File: config.mk
export PLATFORM = sky130hd
export DESIGN_NAME = sgs_queue
export DESIGN_NICKNAME = d
export VERILOG_FILES = /design/src/sgs_pkg.sv /design/src/sgs_queue.sv
export SDC_FILE = /design/constraint.sdc
export NUM_CORES = 1
export LEC_CHECK = 0
export BUFFER_PORTS_ARGS = -buffer_cell sky130_fd_sc_hd__buf_2
export CAP_MARGIN = 30
export CELL_PAD_IN_SITES_DETAIL_PLACEMENT = 2
export CELL_PAD_IN_SITES_GLOBAL_PLACEMENT = 2
export CORE_MARGIN = 2
export CORE_UTILIZATION = 41
export CTS_CLUSTER_SIZE = 14
export DETAILED_ROUTE_END_ITERATION = 6
export GPL_ROUTABILITY_DRIVEN = 0
export GPL_TIMING_DRIVEN = 0
export PLACE_DENSITY_LB_ADDON = 0.15
export SLEW_MARGIN = 5
export SYNTH_ARGS = -nofsm -noshare
export SYNTH_HDL_FRONTEND = slang
export SYNTH_SLANG_ARGS = --single-unit
File: constraint.sdc
create_clock -name clk_i -period 2.07 [get_ports clk_i]
set_input_delay 0.207 -clock clk_i [delete_from_list [all_inputs] [get_ports clk_i]]
set_output_delay 0.207 -clock clk_i [all_outputs]
set_load 0.02 [all_outputs]
File: src/sgs_pkg.sv
// ----------------------------------------------------------------------------
// sgs_pkg: shared types and constants for the Sobel gradient stream core
// Field widths, frame limits, register indexes and the job record that
// travels from the front end through the queue to the gradient back end.
// ----------------------------------------------------------------------------
`default_nettype none

package sgs_pkg;

  // Field widths
  localparam int PIX_W        = 8;
  localparam int GRAD_W       = 11;
  localparam int ROW_W        = 12;
  localparam int COL_W        = 10;
  localparam int WIDTH_REG_W  = 11;
  localparam int HEIGHT_REG_W = 13;
  localparam int CFG_DATA_W   = 13;

  // Frame limits
  localparam int MAX_WIDTH  = 1024;
  localparam int MAX_HEIGHT = 4096;
  localparam int MIN_SIZE   = 3;

  // Register reset values
  localparam logic [WIDTH_REG_W-1:0]  WIDTH_RESET  = 11'd640;
  localparam logic [HEIGHT_REG_W-1:0] HEIGHT_RESET = 13'd480;

  // Queue between front and back end
  localparam int QUEUE_DEPTH = 4;
  localparam int QPTR_W      = $clog2(QUEUE_DEPTH);
  localparam int QCNT_W      = $clog2(QUEUE_DEPTH + 1);

  // Configuration register indexes
  typedef enum logic [0:0] {
    REG_FRAME_WIDTH  = 1'b0,
    REG_FRAME_HEIGHT = 1'b1
  } cfg_reg_e;

  // One classified result request: the 3x3 taps (center unused) and tags
  typedef struct packed {
    logic [PIX_W-1:0] tl;
    logic [PIX_W-1:0] tc;
    logic [PIX_W-1:0] tr;
    logic [PIX_W-1:0] ml;
    logic [PIX_W-1:0] mr;
    logic [PIX_W-1:0] bl;
    logic [PIX_W-1:0] bc;
    logic [PIX_W-1:0] br;
    logic             interior;
    logic [ROW_W-1:0] row;
    logic [COL_W-1:0] col;
    logic             frame_end;
  } sgs_job_t;

endpackage

`default_nettype wire

File: src/sgs_queue.sv
// ----------------------------------------------------------------------------
// sgs_queue: short job queue between front end and back end
// Register-based FIFO; lets either side stall without stopping the other.
// ----------------------------------------------------------------------------
`default_nettype none

module sgs_queue (
  input  logic              clk_i,
  input  logic              rst_ni,
  input  logic              push_valid_i,
  output logic              push_ready_o,
  input  sgs_pkg::sgs_job_t push_data_i,
  output logic              pop_valid_o,
  input  logic              pop_ready_i,
  output sgs_pkg::sgs_job_t pop_data_o
);
  import sgs_pkg::*;

  sgs_job_t          entry_q [QUEUE_DEPTH];
  logic [QPTR_W-1:0] wr_ptr_q, rd_ptr_q;
  logic [QCNT_W-1:0] count_q;
  logic              push, pop;

  assign push_ready_o = (count_q != QCNT_W'(QUEUE_DEPTH));
  assign pop_valid_o  = (count_q != '0);
  assign push         = push_valid_i && push_ready_o;
  assign pop          = pop_valid_o && pop_ready_i;
  assign pop_data_o   = entry_q[rd_ptr_q];

  // Storage
  always_ff @(posedge clk_i) begin
    if (push) begin
      entry_q[wr_ptr_q] <= push_data_i;
    end
  end

  // Pointers and fill level
  always_ff @(posedge clk_i or negedge rst_ni) begin
    if (!rst_ni) begin
      wr_ptr_q <= '0;
      rd_ptr_q <= '0;
      count_q  <= '0;
    end else begin
      if (push) begin
        wr_ptr_q <= wr_ptr_q + QPTR_W'(1);
      end
      if (pop) begin
        rd_ptr_q <= rd_ptr_q + QPTR_W'(1);
      end
      case ({push, pop})
        2'b10:   count_q <= count_q + QCNT_W'(1);
        2'b01:   count_q <= count_q - QCNT_W'(1);
        default: count_q <= count_q;
      endcase
    end
  end

  // Checks
  a_count_bound: assert property (@(posedge clk_i) disable iff (!rst_ni)
    count_q <= QCNT_W'(QUEUE_DEPTH))
    else $error("queue fill level beyond depth");

  a_ptr_track: assert property (@(posedge clk_i) disable iff (!rst_ni)
    (QPTR_W'(wr_ptr_q - rd_ptr_q) == count_q[QPTR_W-1:0]))
    else $error("queue pointers disagree with fill level");

  a_full_hold: assert property (@(posedge clk_i) disable iff (!rst_ni)
    (count_q == QCNT_W'(QUEUE_DEPTH)) && !pop |=> $stable(wr_ptr_q))
    else $error("queue written while full");

endmodule

`default_nettype wire

==> out/results.txt, run 1 <==
count leader, synth: edfxtp_1
CP Launch Type: flop
period utilization: 106%
Post-Route WL: 31500 um
total power divided by cell area: 1470 nW/um^2
clk slew on worst S/H paths: 0.06 ns
clock group share of total power: 25.4%
worst setup margin: -0.128 ns
internal power: 16.8 mW
top post-synthesis cells by area: edfxtp_1 (81%), mux4_2 (15%), dfrtp_1 (1.3%)
Reg area: 10700 um^2
top cell type's share of synthesized area: 80.8%
Mapped Cells: 497
CP max stage delay: 0.55 ns
CP Cell Sequence: buf_12 -> buf_8 -> mux4_2 -> buf_2
clock buffer depth: 3
initial antenna violation count: 2
peak supply drop: 0.000815 V
Layout area overhead: 29.0%
Die W: 183 um
multi-input logic area: 2290 um^2
Fill cells: 2684
layout cell share with drive strength beyond 1: 43.0%
CTS tree: done
sequential share of the synthesized area: 82.2%
Psw: 8.05 mW
first drt pass iteration count: 4
crit path time final: 2.20 ns
most common library cells after synthesis: edfxtp_1 (352), mux4_2 (88), buf_2 (12)
R2R depth: 9
Routed wire per std cell: 25.1 um
Post-DP HPWL: 18400 um
Clock Sinks: 359
WP data required: 1.86 ns
Syn Nets: 595
global route overflow: 0
vias in the first global route: 7430
Critical R2R Capture: count_q[2]$_DFFE_PN0P_
Die Y: 183 um
Logic pwr share: 34.4%
std cell rows: 65
post-route cell area: 16900 um^2
CP Data Arrival Time: 1.99 ns
final setup fails: 89
average size of a mapped cell: 26.3 um^2
synth unique cells: 20
Slew Viols, Final: 0
clock latency at the later pin of the worst-skew pair: 0.51 ns
port buffer count: 181
reg2reg start: count_q[0]$_DFFE_PN0P_
setup tns final: -7.86 ns
Initial Utilization: 41.6%
RSZ-0062 raised after global routing: yes
Final Net Count: 920
switching share of total power: 32.4%
Top-Level Pins: 182
first-pass GRT wire length: 47300 um
antenna-violating nets left: 0
Worst R2R Setup Slack: -0.08 ns
fmax: 455 MHz
Worst Tran Pin Value: 0.714 ns
DRT iter0 DRCs: 246
Post-synth EDFFs: 352
drt drc: 0
relative slew slack: 52.4%
Post-synth top flop: edfxtp_1
final hold violations: 0
worst hold path type: in -> async
Worst Setup End Kind: output pin
GRT Total Usage: 19.2%
crit path max fanout: 10
failing checks: negative setup slack
Cell Area, Placed: 14600 um^2
Synth Cell Area: 13100 um^2
Leak: 5.87 nW
Slowest-stage cell, CP: mux4_2
full die area: 33300 um^2
Yosys reg bits: 359
Clock Skews: 0.0126 ns
cts bufs inserted: 39
DR vias: 6382
number of max-cap violations: 0
H-Tree Depth: 2
CTS Root Cell: clkbuf_16
outcome: complete, but fails checks
Synth area leader: edfxtp_1
pin count of the biggest net entering global routing: 51
Ys Warns: 0
area of the core: 31500 um^2
critical setup path kind: reg -> out
Reg power frac: 40.2%
Post-synth ARST share: 1.95%
DR vias/cell: 5.09
## placed cells by master, fill, tap and decap left out, types with 2 or more instances in the layout
master and n:
buf_16 4, inv_2 2, inv_1 4, clkbuf_16 41, xnor2_1 3, buf_8 8, xor2_1 3, ha_1 3
clkinv_1 8, dfrtp_1 7, edfxtp_1 352, and3_2 5, clkinv_2 7, buf_2 180, dlygate4sd3_1 89, buf_12 2
and3_4 4, mux4_2 88, buf_6 3, buf_4 6, clkbuf_1 12, diode_2 2, clkbuf_2 6
## layer usage
| layer | GRT usage (%) | wire length, um | vias to the layer above |
|---|---|---|---|
| li1 | - | - | 2806 |
| met1 | 23.0 | 12500 | 3357 |
| met2 | 35.1 | 16800 | 172 |
| met3 | 4.33 | 1590 | 47 |
| met4 | 4.90 | 638 | 0 |
| met5 | 0 | 0 | - |
## sequential cells by signal (all words and copies together), names as in the netlist
signal	count
wr_ptr_q	2
entry_q	352
rd_ptr_q	2
count_q	3
## critical path: cells and delay by family (launching register included)
| kind | cells | cell delay, ns |
|---|---|---|
| multiplexers | 1 | 0.55 |
| buffers and inverters | 3 | 0.55 |
| flip-flops | 1 | 0.37 |
## kinds of logic (layout without fill, tap and decap cells)
| logic type | after synthesis | after routing | share of synthesized area [%] |
|---|---|---|---|
| muxes | 90 | 90 | 15.3 |
| DFF | 359 | 359 | 82.2 |
| adders and majority gates | 6 | 6 | 0.631 |
| other | 0 | 2 | 0 |
| and+or+nand+nor | 9 | 14 | 0.497 |
| AOI/OAI and AO/OA | 1 | 1 | 0.0765 |
| buffers and inverters | 26 | 373 | 0.890 |
| xor gates and xnor gates | 6 | 6 | 0.402 |
## how the worst max path moves through the flow
stage	startpoint	endpoint	slack [ns]	depth (start not counted)
after floorplan	count_q[2]$_DFFE_PN0P_	entry_q[0][0]$_DFFE_PP_	-0.19	2
after global placement	count_q[2]$_DFFE_PN0P_	entry_q[1][46]$_DFFE_PP_	-1.07	2
after CTS	rd_ptr_q[0]$_DFFE_PN0P_	pop_data_o[51]	-0.17	4
after global routing	count_q[0]$_DFFE_PN0P_	count_q[2]$_DFFE_PN0P_	-0.21	9
after detailed placement	count_q[0]$_DFFE_PN0P_	count_q[2]$_DFFE_PN0P_	-0.14	9
final	rd_ptr_q[0]$_DFFE_PN0P_	pop_data_o[62]	-0.13	4
## timing repair
| item | in CTS | in global routing |
|---|---|---|
| endpoints found under the hold margin | 359 | 0 |
| endpoints found under the setup margin | 259 | 103 |
| hold buffers | 89 | 0 |
| pin swaps | 6 | 1 |
| setup buffers | 4 | 1 |
| cloned | 5 | 0 |
| gates resized for setup | 44 | 3 |
## metrics by stage
step	utilization [%]	hold WS, ns	setup WS [ns]	power, mW	instances
finish	53.6	0.0722	-0.128	24.8	1253
floorplan	-	-0.0886	-0.193	15.2	497
CTS	53.6	0.0395	-0.173	25.2	1250
detailed placement	46.5	0.0523	-0.142	18.2	1084
global placement	46.1	0.0456	-1.07	17.8	1080
global route	53.6	0.0851	-0.210	25.9	1253
## power by group through the flow
| stage | Combinational (mW) | Sequential [mW] | Clock [mW] |
|---|---|---|---|
| floorplan | 5.22 | 9.99 | 0 |
| global placement | 7.65 | 10.1 | 0 |
| detailed placement | 8.00 | 10.2 | 0 |
| CTS | 8.72 | 10.0 | 6.47 |
| global route | 9.15 | 10.1 | 6.70 |
| finish | 8.53 | 9.98 | 6.30 |
## cell type report
| class | instances | area share, % |
|---|---|---|
| clock inverter | 15 | 0.386 |
| tap | 402 | 2.98 |
| antenna | 2 | 0.0297 |
| clock buffer | 53 | 6.35 |
| sequential | 359 | 63.7 |
| buffer | 20 | 1.35 |
| inverter | 6 | 0.133 |
| timing repair buffer | 279 | 11.6 |
| multi-input combinational | 117 | 13.6 |
No activity file was read; power rests on OpenSTA's default activity.
==> run 2: changes to the inputs <==
--- a/config.mk
+++ b/config.mk
@@ -16,6 +16,7 @@
 export GPL_ROUTABILITY_DRIVEN = 0
 export GPL_TIMING_DRIVEN = 0
 export PLACE_DENSITY_LB_ADDON = 0.15
+export SETUP_SLACK_MARGIN = 0.02
 export SLEW_MARGIN = 5
 export SYNTH_ARGS = -nofsm -noshare
 export SYNTH_HDL_FRONTEND = slang
==> out/results.txt, run 2 (synthesis gave the netlist of run 1 again) <==
antenna-violating nets left: 0 (unchanged)
clk slew on worst S/H paths: 0.06 ns (about the same)
critical setup path kind: reg -> out (unchanged)
cts bufs inserted: 39 (unchanged)
vias in the first global route: 7370 (was 7430)
Worst R2R Setup Slack: -0.04 ns (was -0.08 ns)
DR vias/cell: 5.17 (was 5.09)
CTS Root Cell: clkbuf_16 (unchanged)
met3 global-route usage: 3.73% (was 4.33%)
DR vias: 6470 (was 6382)
relative slew slack: 52.9% (was 52.4%)
Worst Tran Pin Value: 0.707 ns (was 0.714 ns)
total power divided by cell area: 1500 nW/um^2 (was 1470 nW/um^2)
Post-DP HPWL: 18600 um (was 18400 um)
most common cell after layout, fill and taps aside: edfxtp_1 (unchanged)
CP Launch Type: flop (unchanged)
DRT iter0 DRCs: 383 (was 246)
first-pass GRT wire length: 48200 um (was 47300 um)
busiest grt layer: met2 (unchanged)
pin count of the biggest net entering global routing: 47 (was 51)
Top-Level Pins: 182 (unchanged)
GR Util met2: 34.3% (was 35.1%)
area of the core: 31500 um^2 (unchanged)
initial antenna violation count: 1 (was 2)
GRT Total Usage: 19.9% (was 19.2%)
Worst Setup End Kind: output pin (unchanged)
met1 usage: 25.9% (was 23.0%)
Reg with most FFs: entry_q (unchanged)
port buffer count: 181 (unchanged)
Fill cells: 2656 (was 2684)
global route overflow: 0 (unchanged)
drt drc: 0 (unchanged)
Final Net Count: 924 (was 920)
fmax: 451 MHz (was 455 MHz)
most frequent cells in the layout: edfxtp_1 (352), buf_2 (145), dlygate4sd3_1 (89) (was edfxtp_1 (352), buf_2 (180), dlygate4sd3_1 (89))
max FFs per register: 352 (unchanged)
final std cells w/o fill: 1252 (was 1253)
Largest regs: entry_q (352), count_q (3) (unchanged)
worst hold path type: in -> async (unchanged)
Die W: 183 um (unchanged)
failing checks: negative setup slack (unchanged)
worst setup margin: -0.146 ns (was -0.128 ns)
crit path max fanout: 10 (unchanged)
period utilization: 107% (was 106%)
Die Y: 183 um (unchanged)
pre-CTS WS: -0.134 ns (was -0.142 ns)
first drt pass iteration count: 4 (unchanged)
Clock Sinks: 359 (unchanged)
peak supply drop: 0.000874 V (was 0.000815 V)
Routed wire per std cell: 25.8 um (was 25.1 um)
Layout area overhead: 31.5% (was 29.0%)
crit path time final: 2.22 ns (was 2.20 ns)
R2R depth: 9 (unchanged)
multi-input logic area: 2300 um^2 (was 2290 um^2)
std cell rows: 65 (unchanged)
full die area: 33300 um^2 (unchanged)
setup tns final: -9.48 ns (was -7.86 ns)
Slew Viols, Final: 0 (unchanged)
clock buffer depth: 3 (unchanged)
outcome: complete, but fails checks (unchanged)
Post-Route WL: 32400 um (was 31500 um)
H-Tree Depth: 2 (unchanged)
RSZ-0062 raised after global routing: yes (unchanged)
clock latency at the later pin of the worst-skew pair: 0.53 ns (was 0.51 ns)
Leak: 5.99 nW (was 5.87 nW)
final total power: 25.8 mW (was 24.8 mW)
Inst Count DP: 1084 (unchanged)
CP Data Arrival Time: 2.01 ns (was 1.99 ns)
CTS tree: done (unchanged)
Initial Utilization: 41.6% (unchanged)
Reg area: 10700 um^2 (about the same)
final setup fails: 89 (unchanged)
number of max-cap violations: 0 (unchanged)
WP data required: 1.86 ns (about the same)
Clock Skews: 0.0145 ns (was 0.0126 ns)
final hold violations: 0 (unchanged)
layout cell share with drive strength beyond 1: 43.6% (was 43.0%)
run 2: where the power goes:
group          internal, mW  switching (mW)
combinational          4.19            5.12
clock                  3.83            2.69
sequential             9.62           0.384
total                  17.6            8.20
run 2: metal layers:
| metal | share of wire [%] | up-vias |
|---|---|---|
| met1 | 41 | 3415 |
| li1 | - | 2820 |
| met4 | 2.2 | 0 |
| met3 | 4.8 | 51 |
| met5 | 0 | - |
| met2 | 52 | 184 |
run 2: final timing paths:
| check | startpoint | end |
|---|---|---|
| worst max-delay path | rd_ptr_q[0]$_DFFE_PN0P_ | pop_data_o[2] |
| worst min-delay path | rst_ni | rd_ptr_q[0]$_DFFE_PN0P_ |
| worst max register to register | count_q[0]$_DFFE_PN0P_ | count_q[2]$_DFFE_PN0P_ |
| worst min register to register | count_q[2]$_DFFE_PN0P_ | count_q[2]$_DFFE_PN0P_ |
| max in group asynchronous | rst_ni | count_q[0]$_DFFE_PN0P_ |
| min in group clk_i | pop_ready_i | rd_ptr_q[0]$_DFFE_PN0P_ |
run 2: worst max-delay path, cell delays in order, from the launching register on:
cell	delay, ns
dfrtp_1	0.38
buf_12	0.19
buf_12	0.17
mux4_2	0.53
buf_2	0.18
run 2: timing repair:
| action | CTS | global route |
|---|---|---|
| setup endpoints to repair | 267 | 239 |
| hold buffers | 89 | 0 |
| buffers inserted | 6 | 2 |
| cloned | 6 | 0 |
| resized for setup | 100 | 26 |
| pin swaps | 10 | 2 |
| hold endpoints to repair | 359 | 0 |
run 2: per-stage QoR:
step                      hold slack, ns  util, %  area [um^2]
after floorplan                  -0.0886        -        13100
after detailed placement          0.0690     46.5        14600
after CTS                         0.0325     54.3        17100
after global placement            0.0477     46.1        14500
after global routing              0.0680     54.6        17200
final                             0.0618     54.7        17200
run 2: final cells by class:
class,count,area share (%)
multi-input combinational,118,13.4
clock buffer,49,6.14
inverter,6,0.131
antenna,1,0.0145
sequential,359,62.5
tap,402,2.92
clock inverter,15,0.684
buffer,20,1.51
timing repair buffer,282,12.8
