<file path="config.mk">
export PLATFORM = sky130hd
export DESIGN_NAME = sgs_back_flat
export DESIGN_NICKNAME = d
export VERILOG_FILES = /design/src/sgs_pkg.sv /design/src/sgs_stream_if.sv /design/src/sgs_back.sv /design/src/flat_wrapper.sv
export SDC_FILE = /design/constraint.sdc
export NUM_CORES = 1
export LEC_CHECK = 0
export ABC_AREA = 1
export BUFFER_PORTS_ARGS = -buffer_cell sky130_fd_sc_hd__buf_4
export CORE_MARGIN = 1
export CORE_UTILIZATION = 52
export CTS_CLUSTER_SIZE = 14
export DETAILED_ROUTE_END_ITERATION = 12
export GPL_TIMING_DRIVEN = 0
export MAX_ROUTING_LAYER = met4
export PLACE_DENSITY = 0.82
export SLEW_MARGIN = 20
export SYNTH_ARGS = -nofsm -noshare
export SYNTH_HDL_FRONTEND = slang
export SYNTH_SLANG_ARGS = --single-unit
</file>
<file path="constraint.sdc">
create_clock -name clk_i -period 3.9 [get_ports clk_i]
set_clock_uncertainty 0.15 [all_clocks]
set_input_delay 0.585 -clock clk_i [delete_from_list [all_inputs] [get_ports clk_i]]
set_output_delay 0.585 -clock clk_i [all_outputs]
set_load 0.005 [all_outputs]
</file>
<file path="src/sgs_pkg.sv">
// ----------------------------------------------------------------------------
// sgs_pkg: shared types and constants for the Sobel gradient stream core
// Field widths, frame limits, register indexes and the job record that
// travels from the front end through the queue to the gradient back end.
// ----------------------------------------------------------------------------
`default_nettype none

package sgs_pkg;

  // Field widths
  localparam int PIX_W        = 8;
  localparam int GRAD_W       = 11;
  localparam int ROW_W        = 12;
  localparam int COL_W        = 10;
  localparam int WIDTH_REG_W  = 11;
  localparam int HEIGHT_REG_W = 13;
  localparam int CFG_DATA_W   = 13;

  // Frame limits
  localparam int MAX_WIDTH  = 1024;
  localparam int MAX_HEIGHT = 4096;
  localparam int MIN_SIZE   = 3;

  // Register reset values
  localparam logic [WIDTH_REG_W-1:0]  WIDTH_RESET  = 11'd640;
  localparam logic [HEIGHT_REG_W-1:0] HEIGHT_RESET = 13'd480;

  // Queue between front and back end
  localparam int QUEUE_DEPTH = 4;
  localparam int QPTR_W      = $clog2(QUEUE_DEPTH);
  localparam int QCNT_W      = $clog2(QUEUE_DEPTH + 1);

  // Configuration register indexes
  typedef enum logic [0:0] {
    REG_FRAME_WIDTH  = 1'b0,
    REG_FRAME_HEIGHT = 1'b1
  } cfg_reg_e;

  // One classified result request: the 3x3 taps (center unused) and tags
  typedef struct packed {
    logic [PIX_W-1:0] tl;
    logic [PIX_W-1:0] tc;
    logic [PIX_W-1:0] tr;
    logic [PIX_W-1:0] ml;
    logic [PIX_W-1:0] mr;
    logic [PIX_W-1:0] bl;
    logic [PIX_W-1:0] bc;
    logic [PIX_W-1:0] br;
    logic             interior;
    logic [ROW_W-1:0] row;
    logic [COL_W-1:0] col;
    logic             frame_end;
  } sgs_job_t;

endpackage

`default_nettype wire

</file>
<file path="src/sgs_stream_if.sv">
// ----------------------------------------------------------------------------
// sgs stream interfaces: pixel input channel and gradient output channel
// Valid/ready channels; a request moves on a clock edge with both high.
// ----------------------------------------------------------------------------
`default_nettype none


interface sgs_grad_if;
  import sgs_pkg::*;

  logic                     valid;
  logic                     ready;
  logic signed [GRAD_W-1:0] grad_u;
  logic signed [GRAD_W-1:0] grad_v;
  logic [ROW_W-1:0]         out_row;
  logic [COL_W-1:0]         out_col;
  logic                     frame_end;

  modport source (output valid, output grad_u, output grad_v, output out_row,
                  output out_col, output frame_end, input ready);
  modport sink   (input valid, input grad_u, input grad_v, input out_row,
                  input out_col, input frame_end, output ready);
endinterface

`default_nettype wire

</file>
<file path="src/sgs_back.sv">
// ----------------------------------------------------------------------------
// sgs_back: Sobel arithmetic and output register
// Pops a job, forms both gradients (zero off the interior) and holds the
// result in an output register until the sink takes it.
// ----------------------------------------------------------------------------
`default_nettype none

module sgs_back (
  input  logic              clk_i,
  input  logic              rst_ni,
  input  logic              job_valid_i,
  output logic              job_ready_o,
  input  sgs_pkg::sgs_job_t job_i,
  sgs_grad_if.source        grad_o
);
  import sgs_pkg::*;

  localparam int SUM_W = PIX_W + 2;

  logic [SUM_W-1:0]         u_pos, u_neg, v_pos, v_neg;
  logic signed [GRAD_W-1:0] gu, gv;
  logic                     load;
  logic                     out_valid_q;
  logic signed [GRAD_W-1:0] gu_q, gv_q;
  logic [ROW_W-1:0]         row_q;
  logic [COL_W-1:0]         col_q;
  logic                     fend_q;

  assign job_ready_o = !out_valid_q || grad_o.ready;
  assign load        = job_valid_i && job_ready_o;

  // Gradient sums: outer taps plus doubled center tap on each side
  always_comb begin
    u_pos = SUM_W'(job_i.tr) + {1'b0, job_i.mr, 1'b0} + SUM_W'(job_i.br);
    u_neg = SUM_W'(job_i.tl) + {1'b0, job_i.ml, 1'b0} + SUM_W'(job_i.bl);
    v_pos = SUM_W'(job_i.bl) + {1'b0, job_i.bc, 1'b0} + SUM_W'(job_i.br);
    v_neg = SUM_W'(job_i.tl) + {1'b0, job_i.tc, 1'b0} + SUM_W'(job_i.tr);
    if (job_i.interior) begin
      gu = signed'(GRAD_W'({1'b0, u_pos}) - GRAD_W'({1'b0, u_neg}));
      gv = signed'(GRAD_W'({1'b0, v_pos}) - GRAD_W'({1'b0, v_neg}));
    end else begin
      gu = '0;
      gv = '0;
    end
  end

  // Output valid
  always_ff @(posedge clk_i or negedge rst_ni) begin
    if (!rst_ni) begin
      out_valid_q <= 1'b0;
    end else if (load) begin
      out_valid_q <= 1'b1;
    end else if (grad_o.ready) begin
      out_valid_q <= 1'b0;
    end
  end

  // Output payload
  always_ff @(posedge clk_i) begin
    if (load) begin
      gu_q   <= gu;
      gv_q   <= gv;
      row_q  <= job_i.row;
      col_q  <= job_i.col;
      fend_q <= job_i.frame_end;
    end
  end

  assign grad_o.valid     = out_valid_q;
  assign grad_o.grad_u    = gu_q;
  assign grad_o.grad_v    = gv_q;
  assign grad_o.out_row   = row_q;
  assign grad_o.out_col   = col_q;
  assign grad_o.frame_end = fend_q;

endmodule

`default_nettype wire

</file>
<file path="src/flat_wrapper.sv">
// flat-port wrapper written by rule: the top's interface ports become plain ports
module sgs_back_flat import sgs_pkg::*;
  (clk_i, rst_ni, job_valid_i, job_ready_o, job_i, grad_o_valid, grad_o_grad_u, grad_o_grad_v, grad_o_out_row, grad_o_out_col, grad_o_frame_end, grad_o_ready);
  sgs_grad_if grad_o_i ();
  input  logic clk_i;
  input  logic rst_ni;
  input  logic job_valid_i;
  output logic job_ready_o;
  input  sgs_pkg::sgs_job_t job_i;
  output wire logic [$bits(grad_o_i.valid)-1:0] grad_o_valid;
  output wire logic [$bits(grad_o_i.grad_u)-1:0] grad_o_grad_u;
  output wire logic [$bits(grad_o_i.grad_v)-1:0] grad_o_grad_v;
  output wire logic [$bits(grad_o_i.out_row)-1:0] grad_o_out_row;
  output wire logic [$bits(grad_o_i.out_col)-1:0] grad_o_out_col;
  output wire logic [$bits(grad_o_i.frame_end)-1:0] grad_o_frame_end;
  input wire logic [$bits(grad_o_i.ready)-1:0] grad_o_ready;
  assign grad_o_valid = grad_o_i.valid;
  assign grad_o_grad_u = grad_o_i.grad_u;
  assign grad_o_grad_v = grad_o_i.grad_v;
  assign grad_o_out_row = grad_o_i.out_row;
  assign grad_o_out_col = grad_o_i.out_col;
  assign grad_o_frame_end = grad_o_i.frame_end;
  assign grad_o_i.ready = grad_o_ready;
  sgs_back u_core (.clk_i(clk_i), .rst_ni(rst_ni), .job_valid_i(job_valid_i), .job_ready_o(job_ready_o), .job_i(job_i), .grad_o(grad_o_i));
endmodule
</file>
==> results.md, run 1 <==
* Worst hold slack at between 0.3 and 0.4 ns
* Site Rows at 32
* # clock sinks at between 40 and 50
* Initial DRC Count at ~110
* Fmax at ~280 MHz
* Area contributors post-synth: edfxtp_1 (33%), fa_1 (30%), inv_1 (14%), ha_1 (7.3%), nand2_1 (5.1%)
* VDD IR max at ~0.00026 V
* Global Route Usage Sum at 0.228
* Final core utilization at 0.701
* Pwr Density at 481 mW/mm^2
* Worst Tran Pin Value at ~0.73 ns
* Status: complete, no violations
* CTS tree: done
* Synth top area share at 0.329
* Path depth of the worst reg2reg path at 2
* Final hold vios at 0
* Element type at the critical path end: register
* GP Congestion at around 0.82
* Die Ht at a little over 90 um
* Antenna Nets Post-Route at 0
* Post-synthesis cell type count at 17
* Num CTS Buffers at 5
* Die Wd at slightly above 90 um
* Final setup fails at 0
* Syn Nets at 601
* Placed cell count at around 660
* Setup bufs post-CTS at 0
* Core area at 0.00769 mm^2
* Hpwl dp at ~7300 um
* WL per Instance at roughly 12 um
* Vias per cell at about 4.6
* Area growth, synth to finish at 31.4%
* Hold WC Path Type: in -> reg
* Unrepaired setup endpoints after global routing: false
* Fin crit share at 0.906
* Layout Cells excl Fill at 672
* First drt pass iteration count at 4
* Setup_tns at 0 ns
* Number of global-route vias before repair at between 3,000 and 4,000
* Global route overflow at 0
* Leakage power at approximately 2.9 nW
* Clock transition at path regs at ~0.08 ns
* Number of max-cap violations at 0
* Crit path kind: in -> reg
* Final Net Count at about 750
* Largest net degree at the start of global routing at 26
* Layout cells sized above 1 at 0.267
* PortBufs at 137
* Max transition margin at 0.513
* Count of pins over their slew limit at 0
* Dominant cell type by area after synthesis: edfxtp_1
* Post-synthesis instance total at 423
* Post-Syn Area per Cell at 9.70 um^2
* Yosys warning count at 0
* Fillers at slightly above 600
* Maximum clock path buffer count at 2
* FF+latch count, synth at 46
* Die area at between 0.008 and 0.009 mm^2
* Root buf cell: clkbuf_8
* Worst path arrival time at approximately 3.4 ns
* Post-Syn Area at 0.00410 mm^2
* Final WL at 8280 um
* Crit-path max FO at 3
* Post-synthesis sequential area ratio at 0.335
* Initial core utilization at 0.534
* Initial antenna violation count at 0
* Critical Path Source Type: primary input
* First-pass GRT wire length at 14,500 um
* CTS HTree Levels at 2
* Critical path required time at around 3.8 ns
* Clock latency at the later pin of the worst-skew pair at 0.28 ns
* Residual DRC count at 0
* Tmin final at between 3 and 4 ns
* I/O pin count at roughly 140
* Routed via count at 3,108
* # diodes at 0
* WHS Path Cells at 1
## cell families (layout without fill, tap and decap cells)
| family | after synthesis | count (layout) | synth area share |
|---|---|---|---|
| fa+ha+maj | 86 | 86 | 0.376 |
| flops | 46 | 46 | 0.335 |
| compound gates | 19 | 19 | 0.0232 |
| simple gates | 112 | 112 | 0.117 |
| buf+inv | 160 | 307 | 0.149 |
## sequential cells by signal, summed over array words and instances, names as in the netlist
| register | count |
|---|---|
| u_core.grad_o.grad_v | 11 |
| u_core.grad_o.frame_end | 1 |
| u_core.grad_o.grad_u | 11 |
| u_core.grad_o.valid | 1 |
| u_core.grad_o.out_row | 12 |
| u_core.grad_o.out_col | 10 |
## worst max-delay path: stages
cell and delay, ns:
buf_4 0.10, inv_1 0.06, fa_1 0.56, inv_1 0.07
fa_1 0.35, inv_1 0.09, fa_1 0.42, inv_1 0.07
ha_1 0.16, inv_1 0.06, fa_1 0.35, inv_1 0.07
nand2_1 0.06, nand2_1 0.10, nand3_1 0.11, a21oi_1 0.16
nor2_1 0.06
## repair_timing
action                                  4_1_cts  5_1_grt
endpoints found under the setup margin        0        0
hold buffers                                  1        0
hold endpoints to repair                      1        0
resized for setup                             0        0
## per-layer routing
layer  vias to the layer above  share of wire  track usage
li1                       1513              -            -
met1                      1481           0.35        0.233
met2                       104           0.57        0.444
met3                        10          0.065       0.0488
met4                         0          0.013       0.0437
met5                         -              0            -
## cell usage after synthesis
cell type and n:
buf_2 1, fa_1 62, buf_6 1, or2_1 3, inv_1 158, and2_4 3
a21oi_1 16, nor2_1 32, nand3_1 12, nand3b_1 4, or2_4 1, ha_1 24
edfxtp_1 45, nand2_2 1, dfrtp_1 1, o21ai_0 3, nand2_1 56
## final timing paths
kind	from	to	slack [ns]
max	job_i[24]	u_core.grad_o.grad_u[9]$_SDFFCE_PN0P_	0.37
min	job_i[14]	u_core.grad_o.out_row[3]$_DFFE_PP_	0.32
max reg2reg	u_core.grad_o.valid$_DFFE_PN0P_	u_core.grad_o.grad_v[10]$_SDFFCE_PN0P_	2.15
min reg2reg	u_core.grad_o.valid$_DFFE_PN0P_	u_core.grad_o.valid$_DFFE_PN0P_	0.46
max in group asynchronous	rst_ni	u_core.grad_o.valid$_DFFE_PN0P_	3.06
min in group asynchronous	rst_ni	u_core.grad_o.valid$_DFFE_PN0P_	0.46
## stage by stage
step           total power, mW  setup WS [ns]  area, um^2
2_1_floorplan             1.86          0.386        4100
3_3_place_gp              2.25         -0.381        5260
3_5_place_dp              2.33         0.0368        5300
4_1_cts                   2.61          0.366        5390
5_1_grt                   2.90          0.180        5390
6_report                  2.59          0.367        5390
## cell type report
type,count,area [um^2],share of cell area
sequential,46,1380,0.255
clock buffer,5,68.8,0.0128
buffer,2,16.3,0.00302
timing repair buffer,139,1070,0.198
multi-input combinational,217,2130,0.395
clock inverter,3,16.3,0.00302
tap,102,128,0.0237
inverter,158,593,0.110
## cells in the final DEF (no fill, tap or decap), drive strengths merged
cell type    Yosys  layout
o21ai            3       3
ha              24      24
nand3b           4       4
or2              4       4
and2             3       3
fa              62      62
dfrtp            1       1
clkinv           0       3
dlygate4sd3      0       1
nor2            32      32
edfxtp          45      45
clkbuf           0       5
nand2           57      57
nand3           12      12
inv            158     158
a21oi           16      16
buf              2     140
## power by group
part           internal, mW  leakage, nW  switching [mW]  total (mW)
clock network         0.123       0.0432           0.152       0.275
logic                 0.720         2.45           0.914        1.63
registers             0.660        0.445          0.0239       0.684
total                  1.50         2.94            1.09        2.59
Power figures use the tool's default switching activity.
==> run 2, diff against run 1 <==
- ABC_AREA: 1 -> not set
==> run 2 against run 1 <==
Critical path depth is 5 lower. Maximum frequency down 6.8%. Routed wire length down 3.2%. Critical path type unchanged. Die area fell by 1.3%. First-iteration DRC count fell by 24%. Power is 3.4% higher. Largest power group unchanged.
==> results.md, run 2 <==
* Status: complete, no violations (unchanged)
* Cell repeated most along the worst path: fa_1 (was inv_1)
* Area contributors post-synth: edfxtp_1 (33%), fa_1 (31%), inv_1 (12%), ha_1 (7.4%), nand2b_1 (1.5%) (was edfxtp_1 (33%), fa_1 (30%), inv_1 (14%), ha_1 (7.3%), nand2_1 (5.1%))
* Most frequent cells in the layout: buf_4 (141), inv_1 (126), fa_1 (61), edfxtp_1 (45), ha_1 (24) (was inv_1 (158), buf_4 (137), fa_1 (62), nand2_1 (56), edfxtp_1 (45))
* # clock sinks at 46 (unchanged)
* Yosys warning count at 0 (unchanged)
* Synth top area share at 0.334 (was 0.329)
* Setup_tns at 0 ns (unchanged)
* Post-Syn Area at 0.00405 mm^2 (was 0.00410 mm^2)
* Initial core utilization at 0.547 (was 0.534)
* First-pass GRT wire length at 13,400 um (was 14,500 um)
* Die Ht at 90.3 um (was 90.8 um)
* Syn Nets at 538 (was 601)
* Worst reg2reg path endpoint: u_core.grad_o.out_col[6]$_DFFE_PP_ (was u_core.grad_o.grad_v[10]$_SDFFCE_PN0P_)
* Element type at the critical path end: register (unchanged)
* Max FFs per register at 12 (unchanged)
* Dominant cell type by area after synthesis: edfxtp_1 (unchanged)
* Finished Cell Area at 0.00536 mm^2 (was 0.00539 mm^2)
* Die area at 0.00815 mm^2 (was 0.00825 mm^2)
* Largest net degree at the start of global routing at 29 (was 26)
* Pwr Density at 501 mW/mm^2 (was 481 mW/mm^2)
* Layout cells sized above 1 at 0.307 (was 0.267)
* Hold WC Path Type: in -> reg (unchanged)
* CP startpoint: job_i[82] (was job_i[24])
* Worst path arrival time at 3.70 ns (was 3.43 ns)
* Unrepaired setup endpoints after global routing: false (unchanged)
* Fillers at 531 (was 617)
* Dpl ws at -0.257 ns (was 0.0368 ns)
* Setup WS post-layout at 0.109 ns (was 0.367 ns)
* Crit. path cell count at 12 (was 17)
* Post-synthesis sequential area ratio at 0.340 (was 0.335)
* Cell Chain, Critical Path: buf_4 > inv_1 > fa_1 > fa_1 > inv_1 > fa_2 > buf_4 > fa_1 > nand2b_1 > a211oi_1 > o21ai_0 > and3b_1 (was buf_4 > inv_1 > fa_1 > inv_1 > fa_1 > inv_1 > fa_1 > inv_1 > ha_1 > inv_1 > fa_1 > inv_1 > nand2_1 > nand2_1 > nand3_1 > a21oi_1 > nor2_1)
* Post-synthesis instance total at 360 (was 423)
* Fin crit share at 0.972 (was 0.906)
* Worst hold slack at 0.307 ns (was 0.318 ns)
* Antenna Nets Post-Route at 0 (unchanged)
* Fmax at 264 MHz (was 283 MHz)
* Final hold vios at 0 (unchanged)
* Global Route Usage Sum at 0.215 (was 0.228)
* Placed cell count at 598 (was 663)
* VDD IR max at 0.000222 V (was 0.000264 V)
* Post-synth EDFFs at 45 (unchanged)
* Residual DRC count at 0 (unchanged)
* Post-Syn Area per Cell at 11.3 um^2 (was 9.70 um^2)
* Core area at 0.00741 mm^2 (was 0.00769 mm^2)
* Final Net Count at 688 (was 747)
* Number of max-cap violations at 0 (unchanged)
* Final setup fails at 0 (unchanged)
* Num CTS Buffers at 5 (unchanged)
* Critical path required time at 3.81 ns (was 3.80 ns)
* Area growth, synth to finish at 32.3% (was 31.4%)
* Global route overflow at 0 (unchanged)
* I/O pin count at 139 (unchanged)
* Min-delay src: job_i[1] (was job_i[14])
* Initial DRC Count at 81 (was 107)
* Post-synth ARST share at 0.0217 (unchanged)
* Cell family with most CP delay: adder cells (unchanged)
* Max transition margin at 0.702 (was 0.513)
* Worst Tran Pin Value at 0.447 ns (was 0.728 ns)
* FF+latch count, synth at 46 (unchanged)
* Site Rows at 31 (was 32)
* Ys flop type: edfxtp_1 (unchanged)
* Die Wd at 90.3 um (was 90.8 um)
* First drt pass iteration count at 5 (was 4)
* Crit-path slowest cell: fa_1 (unchanged)
* CTS tree: done (unchanged)
* Dpl cell area at 0.00523 mm^2 (was 0.00530 mm^2)
* Most frequent cell after synthesis: inv_1 (unchanged)
* Worst r2r src: u_core.grad_o.valid$_DFFE_PN0P_ (unchanged)
* Count of pins over their slew limit at 0 (unchanged)
* Maximum clock path buffer count at 2 (unchanged)
* Layout Cells excl Fill at 610 (was 672)
* Leakage power at 2.77 nW (was 2.94 nW)
* Total power at 2.68 mW (was 2.59 mW)
* Final WL at 8020 um (was 8280 um)
* Worst path max stage delay at 0.55 ns (was 0.56 ns)
* CTS HTree Levels at 2 (unchanged)
* Vias per cell at 4.77 (was 4.63)
* Worst hold endpoint: u_core.grad_o.out_col[0]$_DFFE_PP_ (was u_core.grad_o.out_row[3]$_DFFE_PP_)
* WHS Path Cells at 1 (unchanged)
* # diodes at 0 (unchanged)
* Number of global-route vias before repair at 3,065 (was 3,425)
* Root buf cell: clkbuf_8 (unchanged)
* Crit-path max FO at 3 (unchanged)
* Clock latency at the later pin of the worst-skew pair at 0.29 ns (was 0.28 ns)
* Path depth of the worst reg2reg path at 3 (was 2)
* Cell types with the highest counts after synthesis: inv_1 (126), fa_1 (62), edfxtp_1 (45) (was inv_1 (158), fa_1 (62), nand2_1 (56))
* Final core utilization at 0.723 (was 0.701)
* Post-synthesis cell type count at 34 (was 17)
* Hpwl dp at 6820 um (was 7300 um)
* Tmin final at 3.79 ns (was 3.53 ns)
* Crit path kind: in -> reg (unchanged)
* Initial antenna violation count at 0 (unchanged)
* Critical Path Source Type: primary input (unchanged)
* PortBufs at 138 (was 137)
* GP Congestion at 0.824 (was 0.822)
* WL per Instance at 13.1 um (was 12.3 um)
* Setup slack, reg-to-reg at 2.23 ns (was 2.15 ns)
* Bufs and invs on worst path at 4 (was 7)
* Most common cell after layout, fill and taps aside: buf_4 (was inv_1)
* Routed via count at 2,911 (was 3,108)
* Clock transition at path regs at 0.09 ns (was 0.08 ns)
==> run 2: changes by cell type in the layout (fill, tap and decap cells not counted), sizes merged, moves of 6 or more <==
| cell | previous run | this run |
|---|---|---|
| inv | 158 | 126 |
| nand2 | 57 | 12 |
| o21a | 0 | 6 |
| nor2 | 32 | 6 |
| nand2b | 0 | 10 |
| a21o | 0 | 6 |
| nand3 | 12 | 0 |
| a21oi | 16 | 6 |
==> run 2: power breakdown <==
group / internal (mW) / switching (mW) / leakage, nW
combinational: 0.844 / 0.854 / 2.28
sequential: 0.671 / 0.0248 / 0.445
clock: 0.126 / 0.162 / 0.0441
total: 1.64 / 1.04 / 2.77
==> run 2: cell families after synthesis <==
kind of cell    share of synthesized area
flops                               0.340
compound gates                     0.0630
fa+ha+maj                           0.381
simple gates                       0.0828
xor+xnor                          0.00433
buf+inv                             0.120
mux                               0.00989
==> run 2: area by class of cell <==
| type | instances | area, um^2 | share of cell area |
|---|---|---|---|
| Sequential cell | 46 | 1380 | 0.257 |
| Buffer | 3 | 11.3 | 0.00210 |
| Multi-Input combinational cell | 185 | 2190 | 0.409 |
| Inverter | 126 | 473 | 0.0883 |
| Timing Repair Buffer | 143 | 1090 | 0.203 |
| Clock inverter | 3 | 21.3 | 0.00397 |
| Clock buffer | 5 | 68.8 | 0.0128 |
| Tap cell | 99 | 124 | 0.0231 |
==> run 2: worst max-delay path by stage <==
stage                     slack [ns]                               endpoint
after floorplan                 0.06  u_core.grad_o.grad_v[6]$_SDFFCE_PN0P_
after global placement         -0.21  u_core.grad_o.grad_v[6]$_SDFFCE_PN0P_
after global routing          0.0001  u_core.grad_o.grad_u[7]$_SDFFCE_PN0P_
after CTS                       0.05  u_core.grad_o.grad_u[6]$_SDFFCE_PN0P_
final                           0.11  u_core.grad_o.grad_v[7]$_SDFFCE_PN0P_
after detailed placement       -0.26  u_core.grad_o.grad_u[6]$_SDFFCE_PN0P_
==> run 2: per-layer routing <==
metal  track usage  routed length, um  vias up
met1         0.229               2970     1388
met4        0.0444                103        0
met2         0.405               4430      107
li1              -                  -     1403
met5             -                  0        -
met3        0.0497                509       13
==> run 2: repair_timing <==
action	in CTS	in global routing
endpoints found under the setup margin	0	2
hold buffers	1	0
endpoints found under the hold margin	1	0
resized for setup	0	1
setup buffers	0	3
